==> src/rtl/mf3_pkg.sv <==
// Package: shared types, constants and the min, max and median helpers for the 3x3 median filter.
package mf3_pkg;

  localparam int DEF_MAX_WIDTH  = 2048;
  localparam int DEF_MAX_HEIGHT = 2048;
  localparam int CFG_W          = 12;
  localparam int CRD_W          = 11;
  localparam int PIX_W          = 24;

  localparam logic [0:0] REG_FRAME_WIDTH  = 1'b0;
  localparam logic [0:0] REG_FRAME_HEIGHT = 1'b1;

  typedef struct packed {
    logic [7:0] red;
    logic [7:0] green;
    logic [7:0] blue;
  } pixel_t;

  typedef struct packed {
    logic [CRD_W-1:0] row;
    logic [CRD_W-1:0] col;
    pixel_t           pix;
    logic             run_last;
    logic             frame_done;
  } result_t;

  // Job passed from the front end to the back end
  typedef struct packed {
    logic   do_med;
    logic   do_pass;
    logic   last_frame;
    logic [CRD_W-1:0] row;
    logic [CRD_W-1:0] col;
    pixel_t pix;
    pixel_t w0, w1, w2, w3, w4, w5, top, mid;
  } job_t;

  function automatic logic [7:0] max2(input logic [7:0] a, input logic [7:0] b);
    return (a > b) ? a : b;
  endfunction

  function automatic logic [7:0] min2(input logic [7:0] a, input logic [7:0] b);
    return (a < b) ? a : b;
  endfunction

  function automatic logic [7:0] max3(input logic [7:0] a, b, c);
    return max2(max2(a, b), c);
  endfunction

  function automatic logic [7:0] min3(input logic [7:0] a, b, c);
    return min2(min2(a, b), c);
  endfunction

  function automatic logic [7:0] med3(input logic [7:0] a, b, c);
    return max2(min2(a, b), min2(max2(a, b), c));
  endfunction

endpackage

==> src/rtl/mf3_queue.sv <==
// Queue: two-entry FIFO between front end and back end.
module mf3_queue import mf3_pkg::*; (
  input  logic clk,
  input  logic rst_n,
  input  logic in_valid,
  output logic in_ready,
  input  job_t in_job,
  output logic out_valid,
  input  logic out_ready,
  output job_t out_job
);
  job_t       mem_r [2];
  logic       wp_r, rp_r;
  logic [1:0] cnt_r;
  logic       push, pop;

  assign in_ready  = (cnt_r != 2'd2);
  assign out_valid = (cnt_r != 2'd0);
  assign push      = in_valid && in_ready;
  assign pop       = out_valid && out_ready;
  assign out_job   = mem_r[rp_r];

  always_ff @(posedge clk) begin
    if (!rst_n) begin
      wp_r  <= 1'b0;
      rp_r  <= 1'b0;
      cnt_r <= '0;
    end else begin
      if (push) wp_r <= ~wp_r;
      if (pop)  rp_r <= ~rp_r;
      cnt_r <= cnt_r + 2'(push) - 2'(pop);
    end
  end

  always_ff @(posedge clk) begin
    if (push) mem_r[wp_r] <= in_job;
  end
endmodule

==> config.mk <==
export PLATFORM = sky130hd
export DESIGN_NAME = mf3_queue
export DESIGN_NICKNAME = d
export VERILOG_FILES = /design/src/rtl/mf3_pkg.sv /design/src/rtl/mf3_queue.sv
export SDC_FILE = /design/constraint.sdc
export NUM_CORES = 1
export LEC_CHECK = 0
export ABC_CLOCK_PERIOD_IN_PS = 31000
export BUFFER_PORTS_ARGS = -buffer_cell sky130_fd_sc_hd__clkbuf_2
export CAP_MARGIN = 20
export CORE_AREA = 2 2 189 191
export CTS_BUF_LIST = sky130_fd_sc_hd__clkbuf_16
export DETAILED_ROUTE_END_ITERATION = 8
export DIE_AREA = 0 0 191 193
export PLACE_DENSITY = 0.8
export SETUP_SLACK_MARGIN = 0.3
export SYNTH_ARGS = -nofsm -noshare
export SYNTH_HDL_FRONTEND = slang
export SYNTH_SLANG_ARGS = --single-unit
==> constraint.sdc <==
create_clock -name clk -period 31 [get_ports clk]
set_clock_uncertainty 0.15 [all_clocks]
set_input_delay 1.55 -clock clk [delete_from_list [all_inputs] [get_ports clk]]
set_output_delay 1.55 -clock clk [all_outputs]
set_load 0.005 [all_outputs]
* Word-level counts from Yosys, hierarchy flattened
Memory sizes are Yosys's and may differ from the RTL's. A register that Yosys moved wholly into a read port is not among the register bits. Cells that the tools add are included.
Operators by class: add/sub/neg operators 2, equal/unequal tests 1, mux-type cells 4, bitwise gates (word level) 2, reductions and logical operators 3
Operators by type and width (number):
- 2-to-1 mux 1 bit | 4
- adder 2 x 1 -> 2 bit | 1
- logical AND 1 bit | 2
- inequality test 2 bit, second input constant | 1
- NOT 1 bit | 2
- nonzero test 2 bit | 1
- subtractor 2 x 1 -> 2 bit | 1
Word-level totals: flip-flop bits (word level) 4, memory bits (writable) 482, input port bits 245, output and inout port bits 243, logic and storage cells 16, memories 1
Memories:
- mem_r | depth 2, bits a word 241, rd ports 1, clocked after Yosys merged registers in 1, wr ports 1, RTL line mf3_queue.sv:12 | job_t mem_r [2];

* Depth between registers and ports, before layout
word-level depth 4, mapped depth 8, mapped depth without buffers 8

* Least setup slack after synthesis
OpenSTA, ideal clock, no wires.
kind input port to flip-flop, from input port in_valid, to memory mem_r[0][0] (netlist name) (enable), setup time 0.847 ns, arrival time 11.628 ns, data required time 30.003 ns, setup slack 18.375 ns, stages 2, buffers on the path 0, cells stage by stage nand2_1 > nor2_1
On the way: word-level cells in the longest chain between the ends 3
Ends and longest elaborated chain:
- from (decl) | RTL line mf3_queue.sv:5 | input logic in_valid,
- logical AND 1 bit | RTL line mf3_queue.sv:19 | assign push = in_valid && in_ready;
- 2-to-1 mux 1 bit | RTL line mf3_queue.sv:36 | if (push) mem_r[wp_r] <= in_job;
- 2-to-1 mux 1 bit (not written as such) | RTL line mf3_queue.sv:36
- to (decl) | RTL line mf3_queue.sv:12
Every way passes these cells.

==> flow_summary_export.csv <==
group,metric,value,unit
finish,area_growth,23.7,%
clock_tree,clockBufferDepth,3,
finish,layout-drive-gt1-share,60.6,%
sta,setup_viol_count_final,0,
synthesis,synth_compound_area_share,0.0408,%
hold_path,min_path_type,"reg2reg",
synthesis,synth_fa_ha_area_share,0.136,%
power_and_ir_drop,vdd_drop_max,0.0702,mV
global_routing,antenna_found_initial,4,
synthesis,yosysSeqAreaShare,79.2,%
die,die_x,191,um
global_routing,grt_max_degree,140,
drt,ant_nets,0,
global_routing,grt_usage,18.8,%
synthesis,synth-xor-area-share,0.143,%
setup_path,arrival,3.07,ns
setup_path,start_kind,"flip-flop",
sta,setup_tns,0,ns
placement,gp_congestion,0.760,
drt,drt_iter0_markers,430,
power_and_ir_drop,powerDensity,80.8,mW/mm2
finish,nFillCells,2382,
clock_tree,numClockSinks,487,
sta,max_slew.worst_pin.slew,1.27,ns
global_routing,grt_pass1_vias,9294,
synthesis,synth_area_leaders,"edfxtp_1 79%, mux2_4 15%, mux2_2 3.1%",
die,start_util,52.6,%
drt,drc,0,
placement,dp_hpwl,24.5,mm
die,dieArea,0.0369,mm2
global_routing,grt_remaining_overflow,0,
job,drv_cap,0,
clock_tree,htree_levels,2,
sta,fin_hold_ws,0.406,ns
setup_path,crit_required,29.30,ns
synthesis,yosys.area.top_type,"edfxtp_1",
synthesis,synth_top_family_by_area,"multiplexers",
sta,period_share,15.4,%
sta,fmax,210,MHz
finish,mostFrequentLayoutCells,"487 x clkbuf_2, 482 x edfxtp_1, 190 x mux2_4",
clock_tree,cts_root_buf,"clkbuf_16",
placement,portBuffers,487,
die,io_pins,488,
setup_path,criticalPathCategory,"reg2out",
synthesis,synth_seq_cells,487,
finish,final_common_cell,"clkbuf_2",
finish,fin_nets,1540,
drt,wirelength,36.2,mm
clock_tree,insertion_delay,0.54,ns
status,status,"finished clean",
clock_tree,clkSlewWorstSetupHoldPaths,0.06,ns
sta,min_period,4.77,ns
clock_tree,cts_tree,"built",
setup_path,r2r-start,"cnt_r[0]",
power_and_ir_drop,leakage,9.00,nW
synthesis,synth_cell_types,18,
clock_tree,cts_setup_buffers,0,
hold_path,hold_path.startpoint,"wp_r",
clock_tree,cts_buffers,48,
synthesis,syn-cell-area,0.0184,mm2
finish,final-seq-area,0.0146,mm2
synthesis,yosys.area_share.simple,0.333,%
sta,final_max_slew_viol_count,0,
drt,routed_via_density,5.06,
die,fp-row-count,69,
synthesis,synth_cells,774,
clock_tree,post_cts_resized,0,
global_routing,grt_pass1_wl,51.7,mm
synthesis,yosysWarnings,0,
sta,rsz0062_at_grt,"no",
die,core,0.0350,mm2
finish,multi_input_area,0.00357,mm2
sta,max_slew_margin,15.5,%
drt,vias,9071,
synthesis,synthMuxAreaShare,18.7,%
synthesis,synth.avg_cell_area,23.8,um2
clock_tree,hold_buffers,0,
drt,dr.pass1.iters,4,
die,dieHeight,193,um
sta,hold_violations,0,
setup_path,cp-end-kind,"output port",
setup_path,path_max_fanout,139,
synthesis,synth_top_cell_area_share,78.6,%
synthesis,synth_fp_nets,1021,
drt,wl_per_cell,20.2,um
## cell usage after synthesis
master	count
and2_1	2
and3_1	1
buf_2	5
buf_6	22
dfxtp_1	5
edfxtp_1	482
ha_1	2
inv_1	1
mux2_2	51
mux2_4	190
mux2i_1	1
nand2_1	2
nand2b_1	2
nor2_1	1
nor2b_1	2
o21a_1	1
or2_2	1
xnor2_1	3
## flip-flops by register name, indices dropped and copies added, names as in the netlist, named ones only
signal  cells
cnt_r       2
wp_r        1
rp_r        1
mem_r     482
## final cells by class
type	count	share of cell area [%]
Sequential cell	487	64.0
Clock inverter	35	1.27
Timing Repair Buffer	496	11.1
Clock buffer	49	5.38
Inverter	1	0.0165
Antenna cell	4	0.0440
Multi-Input combinational cell	259	15.7
Tap cell	461	2.53
## path summary, 6_finish.rpt
kind             endpoint  slack (ns)  cells past startpoint
max           out_job[60]       26.23                      3
min                  wp_r        0.41                      2
max reg2reg  mem_r[1][83]       27.50                      4
min reg2reg          wp_r        0.41                      2
## where the power goes
group          internal (W)  leakage (nW)  switching, W
Sequential         0.000828          4.55     0.0000323
Combinational      0.000229          3.68      0.000196
Clock              0.000327         0.774      0.000227
Total               0.00138          9.00      0.000455
## through the flow
stage	setup WS [ns]	total power, W	cell area, um2	std cells	utilization (%)
after floorplan	18.38	0.00117	18400	774	-
after global placement	26.36	0.00129	21200	1704	60.8
after detailed placement	26.34	0.00130	21200	1704	60.8
after CTS	26.17	0.00186	22800	1788	65.1
after global routing	26.10	0.00191	22800	1791	65.1
final	26.23	0.00184	22800	1792	65.1
## worst max-delay path, stage by stage, from the launching register on
cell and delay [ns]:
dfxtp_4 0.98, buf_12 0.62, mux2_4 0.38, clkbuf_2 0.12
## routing by layer
metal	vias up	GRT usage [%]	wire, um
li1	4143	-	-
met1	4430	21.3	13100
met2	397	32.8	18500
met3	101	5.43	2880
met4	0	9.45	1810
met5	-	0	0
## kinds of logic (layout without fill, tap and decap cells)
group,after synthesis,in the layout
DFF,487,487
other,0,4
AOI/OAI and AO/OA,1,1
xor gates and xnor gates,3,3
buffers and inverters,28,581
adders and majority gates,2,2
and+or+nand+nor,11,11
muxes,242,242
(Power assumes the default switching activity.)
