### src/rtl/mf3_pkg.sv
// Package: shared types, constants and the min, max and median helpers for the 3x3 median filter.
package mf3_pkg;

  localparam int DEF_MAX_WIDTH  = 2048;
  localparam int DEF_MAX_HEIGHT = 2048;
  localparam int CFG_W          = 12;
  localparam int CRD_W          = 11;
  localparam int PIX_W          = 24;

  localparam logic [0:0] REG_FRAME_WIDTH  = 1'b0;
  localparam logic [0:0] REG_FRAME_HEIGHT = 1'b1;

  typedef struct packed {
    logic [7:0] red;
    logic [7:0] green;
    logic [7:0] blue;
  } pixel_t;

  typedef struct packed {
    logic [CRD_W-1:0] row;
    logic [CRD_W-1:0] col;
    pixel_t           pix;
    logic             run_last;
    logic             frame_done;
  } result_t;

  // Job passed from the front end to the back end
  typedef struct packed {
    logic   do_med;
    logic   do_pass;
    logic   last_frame;
    logic [CRD_W-1:0] row;
    logic [CRD_W-1:0] col;
    pixel_t pix;
    pixel_t w0, w1, w2, w3, w4, w5, top, mid;
  } job_t;

  function automatic logic [7:0] max2(input logic [7:0] a, input logic [7:0] b);
    return (a > b) ? a : b;
  endfunction

  function automatic logic [7:0] min2(input logic [7:0] a, input logic [7:0] b);
    return (a < b) ? a : b;
  endfunction

  function automatic logic [7:0] max3(input logic [7:0] a, b, c);
    return max2(max2(a, b), c);
  endfunction

  function automatic logic [7:0] min3(input logic [7:0] a, b, c);
    return min2(min2(a, b), c);
  endfunction

  function automatic logic [7:0] med3(input logic [7:0] a, b, c);
    return max2(min2(a, b), min2(max2(a, b), c));
  endfunction

endpackage

### src/rtl/mf3_back.sv
// Back end: per-channel median network and result sequencing.
module mf3_back import mf3_pkg::*; (
  input  logic    clk,
  input  logic    rst_n,
  input  logic    job_valid,
  output logic    job_ready,
  input  job_t    job,
  output logic    res_valid,
  input  logic    res_ready,
  output result_t res
);
  // Median stage 1: column sort terms per channel
  logic       m1_v_r;
  job_t       m1_job_r;
  logic [7:0] lo_r [3][3], md_r [3][3], hi_r [3][3];
  logic [7:0] med_c [3];
  logic       adv1, phase_r, out_v_r, out_go;
  result_t    out_r;

  function automatic logic [7:0] ch(input pixel_t p, input int k);
    return p[8*k +: 8];
  endfunction

  // Result register advances when empty or taken
  assign out_go = !out_v_r || res_ready;
  // Stage 1 frees when its job has issued its last result
  logic m1_done;
  assign m1_done = out_go && (!(m1_job_r.do_med && m1_job_r.do_pass) || phase_r);
  assign adv1    = !m1_v_r || m1_done;
  assign job_ready = adv1;

  always_ff @(posedge clk) begin
    if (adv1 && job_valid) begin
      m1_job_r <= job;
      for (int k = 0; k < 3; k++) begin
        lo_r[k][0] <= min3(ch(job.w0,k), ch(job.w1,k), ch(job.w2,k));
        md_r[k][0] <= med3(ch(job.w0,k), ch(job.w1,k), ch(job.w2,k));
        hi_r[k][0] <= max3(ch(job.w0,k), ch(job.w1,k), ch(job.w2,k));
        lo_r[k][1] <= min3(ch(job.w3,k), ch(job.w4,k), ch(job.w5,k));
        md_r[k][1] <= med3(ch(job.w3,k), ch(job.w4,k), ch(job.w5,k));
        hi_r[k][1] <= max3(ch(job.w3,k), ch(job.w4,k), ch(job.w5,k));
        lo_r[k][2] <= min3(ch(job.top,k), ch(job.mid,k), ch(job.pix,k));
        md_r[k][2] <= med3(ch(job.top,k), ch(job.mid,k), ch(job.pix,k));
        hi_r[k][2] <= max3(ch(job.top,k), ch(job.mid,k), ch(job.pix,k));
      end
    end
  end

  // Median of nine: med of (max of mins, med of meds, min of maxes)
  always_comb begin
    for (int k = 0; k < 3; k++)
      med_c[k] = med3(max3(lo_r[k][0], lo_r[k][1], lo_r[k][2]),
                      med3(md_r[k][0], md_r[k][1], md_r[k][2]),
                      min3(hi_r[k][0], hi_r[k][1], hi_r[k][2]));
  end

  always_ff @(posedge clk) begin
    if (!rst_n) begin
      m1_v_r  <= 1'b0;
      phase_r <= 1'b0;
      out_v_r <= 1'b0;
    end else begin
      if (out_go) out_v_r <= m1_v_r && (m1_job_r.do_med || m1_job_r.do_pass);
      if (m1_v_r && out_go) phase_r <= m1_done ? 1'b0 : 1'b1;
      if (adv1) m1_v_r <= job_valid;
    end
  end

  // Emit median first, then pass-through
  always_ff @(posedge clk) begin
    if (out_go && m1_v_r) begin
      if (m1_job_r.do_med && !phase_r) begin
        out_r.row        <= m1_job_r.row - CRD_W'(1);
        out_r.col        <= m1_job_r.col - CRD_W'(1);
        out_r.pix        <= {med_c[2], med_c[1], med_c[0]};
        out_r.run_last   <= !m1_job_r.do_pass;
        out_r.frame_done <= !m1_job_r.do_pass && m1_job_r.last_frame;
      end else begin
        out_r.row        <= m1_job_r.row;
        out_r.col        <= m1_job_r.col;
        out_r.pix        <= m1_job_r.pix;
        out_r.run_last   <= 1'b1;
        out_r.frame_done <= m1_job_r.last_frame;
      end
    end
  end

  assign res_valid = out_v_r;
  assign res       = out_r;
endmodule

### config.mk
export PLATFORM = sky130hd
export DESIGN_NAME = mf3_back
export DESIGN_NICKNAME = d
export VERILOG_FILES = /design/src/rtl/mf3_pkg.sv /design/src/rtl/mf3_back.sv
export SDC_FILE = /design/constraint.sdc
export NUM_CORES = 2
export LEC_CHECK = 0
export ABC_AREA = 1
export BUFFER_PORTS_ARGS = -buffer_cell sky130_fd_sc_hd__buf_2
export CAP_MARGIN = 25
export CORE_UTILIZATION = 30
export DETAILED_ROUTE_END_ITERATION = 12
export PLACE_DENSITY = 0.51
export SLEW_MARGIN = 20
export SYNTH_ARGS = -nofsm -noshare
export SYNTH_HDL_FRONTEND = slang
export SYNTH_SLANG_ARGS = --single-unit
### constraint.sdc
create_clock -name clk -period 34.7 [get_ports clk]
set_input_delay 8.675 -clock clk [delete_from_list [all_inputs] [get_ports clk]]
set_output_delay 8.675 -clock clk [all_outputs]
set_load 0.02 [all_outputs]
* After elaboration in Yosys (flattened, before gate mapping)
Memory sizes are Yosys's and may differ from the RTL's. Cells that the tools add are included.
Storage, ports and cells: register bits after elaboration 100, latch bits 0, memory bits (writable) 216, bits in read-only memories 0, input port bits 245, output and inout port bits 50, logic and storage cells 223, memories 3
Cells by class: add/subtract/negate cells 2, $mul 0, div/mod/pow operators 0, order comparisons 90, eq/ne operators 0, shift operators 0, muxes and demuxes 94, bitwise operators 0, reduce and logical (&&, ||, !) cells 16
Memories:
- hi_r | words 3, width 24, rd ports 3, clocked after memory_dff 0, write ports 3, line mf3_back.sv:15 | logic [7:0] lo_r [3][3], md_r [3][3], hi_r [3][3];
- lo_r | words 3, width 24, rd ports 3, clocked after memory_dff 0, write ports 3, line mf3_back.sv:15
- md_r | words 3, width 24, rd ports 3, clocked after memory_dff 0, write ports 3, line mf3_back.sv:15
Operators with widths (count):
- 8-bit 2-to-1 mux | 90
- 8-bit greater-than comparator | 45
- 8-bit < comparator | 45
- 48-bit 2-to-1 mux | 1
- 11-bit by 1-bit subtractor with 11-bit output (second input constant) | 2
- 1-bit logical AND | 7
- 1-bit logical NOT | 5
- 1-bit logical OR | 4
- 1-bit 2-to-1 mux | 3

* Depth between registers and ports, before layout
An unclocked memory read counts as a cell.
word-level depth 14, gate-level depth with buffers 72, mapped depth without buffers 70

* Worst setup path after synthesis
No wires, ideal clock.
kind input to register, start point input port res_ready, end point memory hi_r[0][0] in the netlist's numbering (enable), arrival 19.826 ns, required time 33.805 ns, slack 13.979 ns, stages on the path 4, cell sequence nor2_1 inv_1 a21oi_1 nor2_1
RTL lines:
- start, declared | line mf3_back.sv:9 | input logic res_ready,
- end, declared | line mf3_back.sv:15

* Worst setup path in the final report
start point input port res_ready, end point output port job_ready
On the way: word-level cells in the longest chain between the ends 3
RTL lines:
- 1-bit logical OR | line mf3_back.sv:25 | assign out_go = !out_v_r || res_ready;
- 1-bit logical AND | line mf3_back.sv:28 | assign m1_done = out_go && (!(m1_job_r.do_med && m1_job_r.do_pass) || phase_r);
- 1-bit logical OR | line mf3_back.sv:29 | assign adv1 = !m1_v_r || m1_done;
- end, declared | line mf3_back.sv:6 | output logic job_ready,
Every way passes these cells.

==> qor.csv <==
stage,metric,value,unit
status,status,finished clean,
timing,setup tns final,0,ns
timing,"Setup violations, final",0,
timing,Final WS setup,16.40,ns
setup_path,reg2reg start,md_r[0][23]$_DFFE_PP_,
synthesis,leading post-synthesis cells by cell area,"edfxtp_1, ha_1, nand2_1",
die,chip height,318,um
drt,vias after detailed routing,26500,
die,Die X-Extent,318,um
finish,"most common cell after layout, fill and taps aside",nand2_1,
synthesis,Post-synth EDFFs,313,
global_routing,pin count of the biggest net entering global routing,77,
clock_tree,Clock Pin Slew Worst Setup and Hold Paths,0.06,ns
synthesis,Yosys cell types,38,
finish,Seq. cell area,9460,um2
finish,"commonest cells after routing, fill and taps aside","nand2_1, o21ai_0, inv_1",
clock_tree,worst-case clock buffer depth,3,
synthesis,synthesized flop and latch total,316,
clock_tree,CTS tree,built,
synthesis,YS warnings,0,
timing,final slew viol count,0,
synthesis,Yosys top cell by area,edfxtp_1,
drt,drt drc,0,
die,die area,101000,um2
synthesis,Synth Net Count,4782,
run,max cap viols,0,
global_routing,initial antenna violation count,9,
finish,layout cells sized above 1,0.102,
global_routing,first-pass GRT wire length,132000,um
drt,DR vias/cell,4.70,
timing,Worst Skew,0.0323,ns
setup_path,Worst Setup Path Type,in2out,
setup_path,Crit Path Max Fanout,2,
placement,GP Congestion,0.866,
synthesis,ys flop type,edfxtp_1,
finish,footprint of the multi-input gates,18000,um2
clock_tree,clk sinks,316,
setup_path,Crit-path slowest cell,a21oi_1,
timing,Max-Slew Margin vs Limit,0.317,
min_path,hold path start,m1_v_r$_SDFFE_PN0N_,
setup_path,CP required,26.02,ns
global_routing,gr ovfl total,0,
drt,Pre-antenna DRT Iters,5,
synthesis,Post-Syn Area,30000,um2
global_routing,gr usage total,0.162,
die,Core ar.,98900,um2
finish,Nets,5065,
clock_tree,Clock Tree Root,clkbuf_16,
die,Initial Util,0.304,
finish,Final Util,0.348,
setup_path,buffer and inverter count on the worst path,4,
synthesis,Synth Area per Inst,7.44,um2
setup_path,Critical Path Max Stage Delay,0.28,ns
setup_path,Worst Setup Start Kind,primary input,
drt,Avg WL per Cell,14.8,um
clock_tree,CTS Buf Count,40,
timing,Final min period,18.30,ns
timing,RSZ-0062 raised after global routing,no,
synthesis,sequential share of the synthesized area,0.315,
clock_tree,H-tree levels,2,
drt,initial DRC count,1480,
setup_path,endpoint class of the critical path,primary output,
die,total I/O pin count,295,
placement,DP Worst Slack,16.39,ns
drt,post-route ant nets,0,
clock_tree,post-CTS setup buffer count,0,
placement,Port Buffers,294,
finish,area delta synth->final,14.6,%
min_path,Worst Hold Class,reg2reg,
timing,crit share post-route,0.527,
synthesis,"Async S/R FF share, synth",0,
setup_path,worst-path cell chain,buf_2 > nor2_1 > inv_1 > a21oi_1 > inv_1 > buf_2,
setup_path,Worst EP arrival,9.63,ns
synthesis,Synth Instances,4040,
setup_path,"delay-heaviest family, CP",buffers and inverters,
setup_path,CP Launch Point,res_ready,
timing,final hold vios,0,
synthesis,share of the synthesized area in the top cell type,0.313,
clock_tree,clk_lat worst skew,0.57,ns
timing,worst slew pin tran,1.02,ns
drt,drt total wl,83200,um
global_routing,vias in the first global route,25000,
finish,count of filler cells inserted in the layout,10400,
clock_tree,Post-CTS Resized,0,
placement,HPWL Detailed,69100,um
timing,fmax,0.0546,GHz
die,site row count,115,
clock_tree,cts hold-fix bufs,0,
flip-flops by register name, summed over array words and instances (netlist names):
register	cells
hi_r	72
lo_r	72
md_r	72
m1_job_r	49
res	48
m1_v_r	1
phase_r	1
res_valid	1
Yosys cell counts, drive strengths merged, types with 5 or more instances:
library cell  count
xor2             13
a21oi           273
edfxtp          313
inv             617
ha              497
nor4              7
nor2            191
a21o              9
a211oi           34
o221ai            9
o211ai           29
nand3           126
and2             23
nand3b            5
o21a             19
nand2          1072
buf               6
xnor2             6
o21bai            5
nor3              8
o21ai           646
o31ai            10
nand4            25
clkbuf           84
per-stage QoR:
step / instances / hold slack (ns) / cell area, um2
3_5_place_dp: 5551 / 0.484 / 33000
3_3_place_gp: 5547 / 0.477 / 32900
2_1_floorplan: 4040 / 0.446 / 30000
4_1_cts: 5621 / 0.482 / 34300
6_report: 5639 / 0.482 / 34400
5_1_grt: 5639 / 0.512 / 34400
final timing paths:
check,endpoint,slack [ns],cells after the start
max reg2reg,res[7]$_DFFE_PP_,25.10,48
min,res_valid$_SDFFE_PN0N_,0.48,2
min reg2reg,res_valid$_SDFFE_PN0N_,0.48,2
max,job_ready,16.40,6
worst reg2reg max path: cells and delay by family (launching register included):
| family | cells | cell delay (ns) |
|---|---|---|
| AOI/OAI and AO/OA | 15 | 3.71 |
| and+or+nand+nor | 22 | 2.80 |
| DFF | 1 | 0.43 |
| adders and majority gates | 6 | 1.86 |
| buffers and inverters | 5 | 0.57 |
per-layer routing:
layer | global-route usage | part of all wire | up-vias
li1 | - | - | 14300
met1 | 0.215 | 0.48 | 11700
met2 | 0.281 | 0.47 | 444
met3 | 0.0152 | 0.030 | 101
met4 | 0.0428 | 0.025 | 0
met5 | 0 | 0 | -
kinds of logic (layout without fill, tap and decap cells):
family,Yosys count,count (layout),share of synthesized area
fa+ha+maj,497,497,0.207
xor+xnor,19,19,0.00554
buf+inv,708,1019,0.0887
other cells,0,1,0
compound gates,1043,1043,0.185
flops,316,316,0.315
simple gates,1457,1457,0.199
area by class of cell:
cell class | instances | area share
multi-input combinational | 3016 | 0.522
sequential | 316 | 0.275
inverter | 618 | 0.0675
timing repair buffer | 331 | 0.0502
tap | 1287 | 0.0468
clock buffer | 45 | 0.0302
clock inverter | 25 | 0.00825
antenna | 1 | 0.0000727
Power is not shown: default switching activity piles up to over one toggle a cycle in this logic, so the estimate is an artifact.
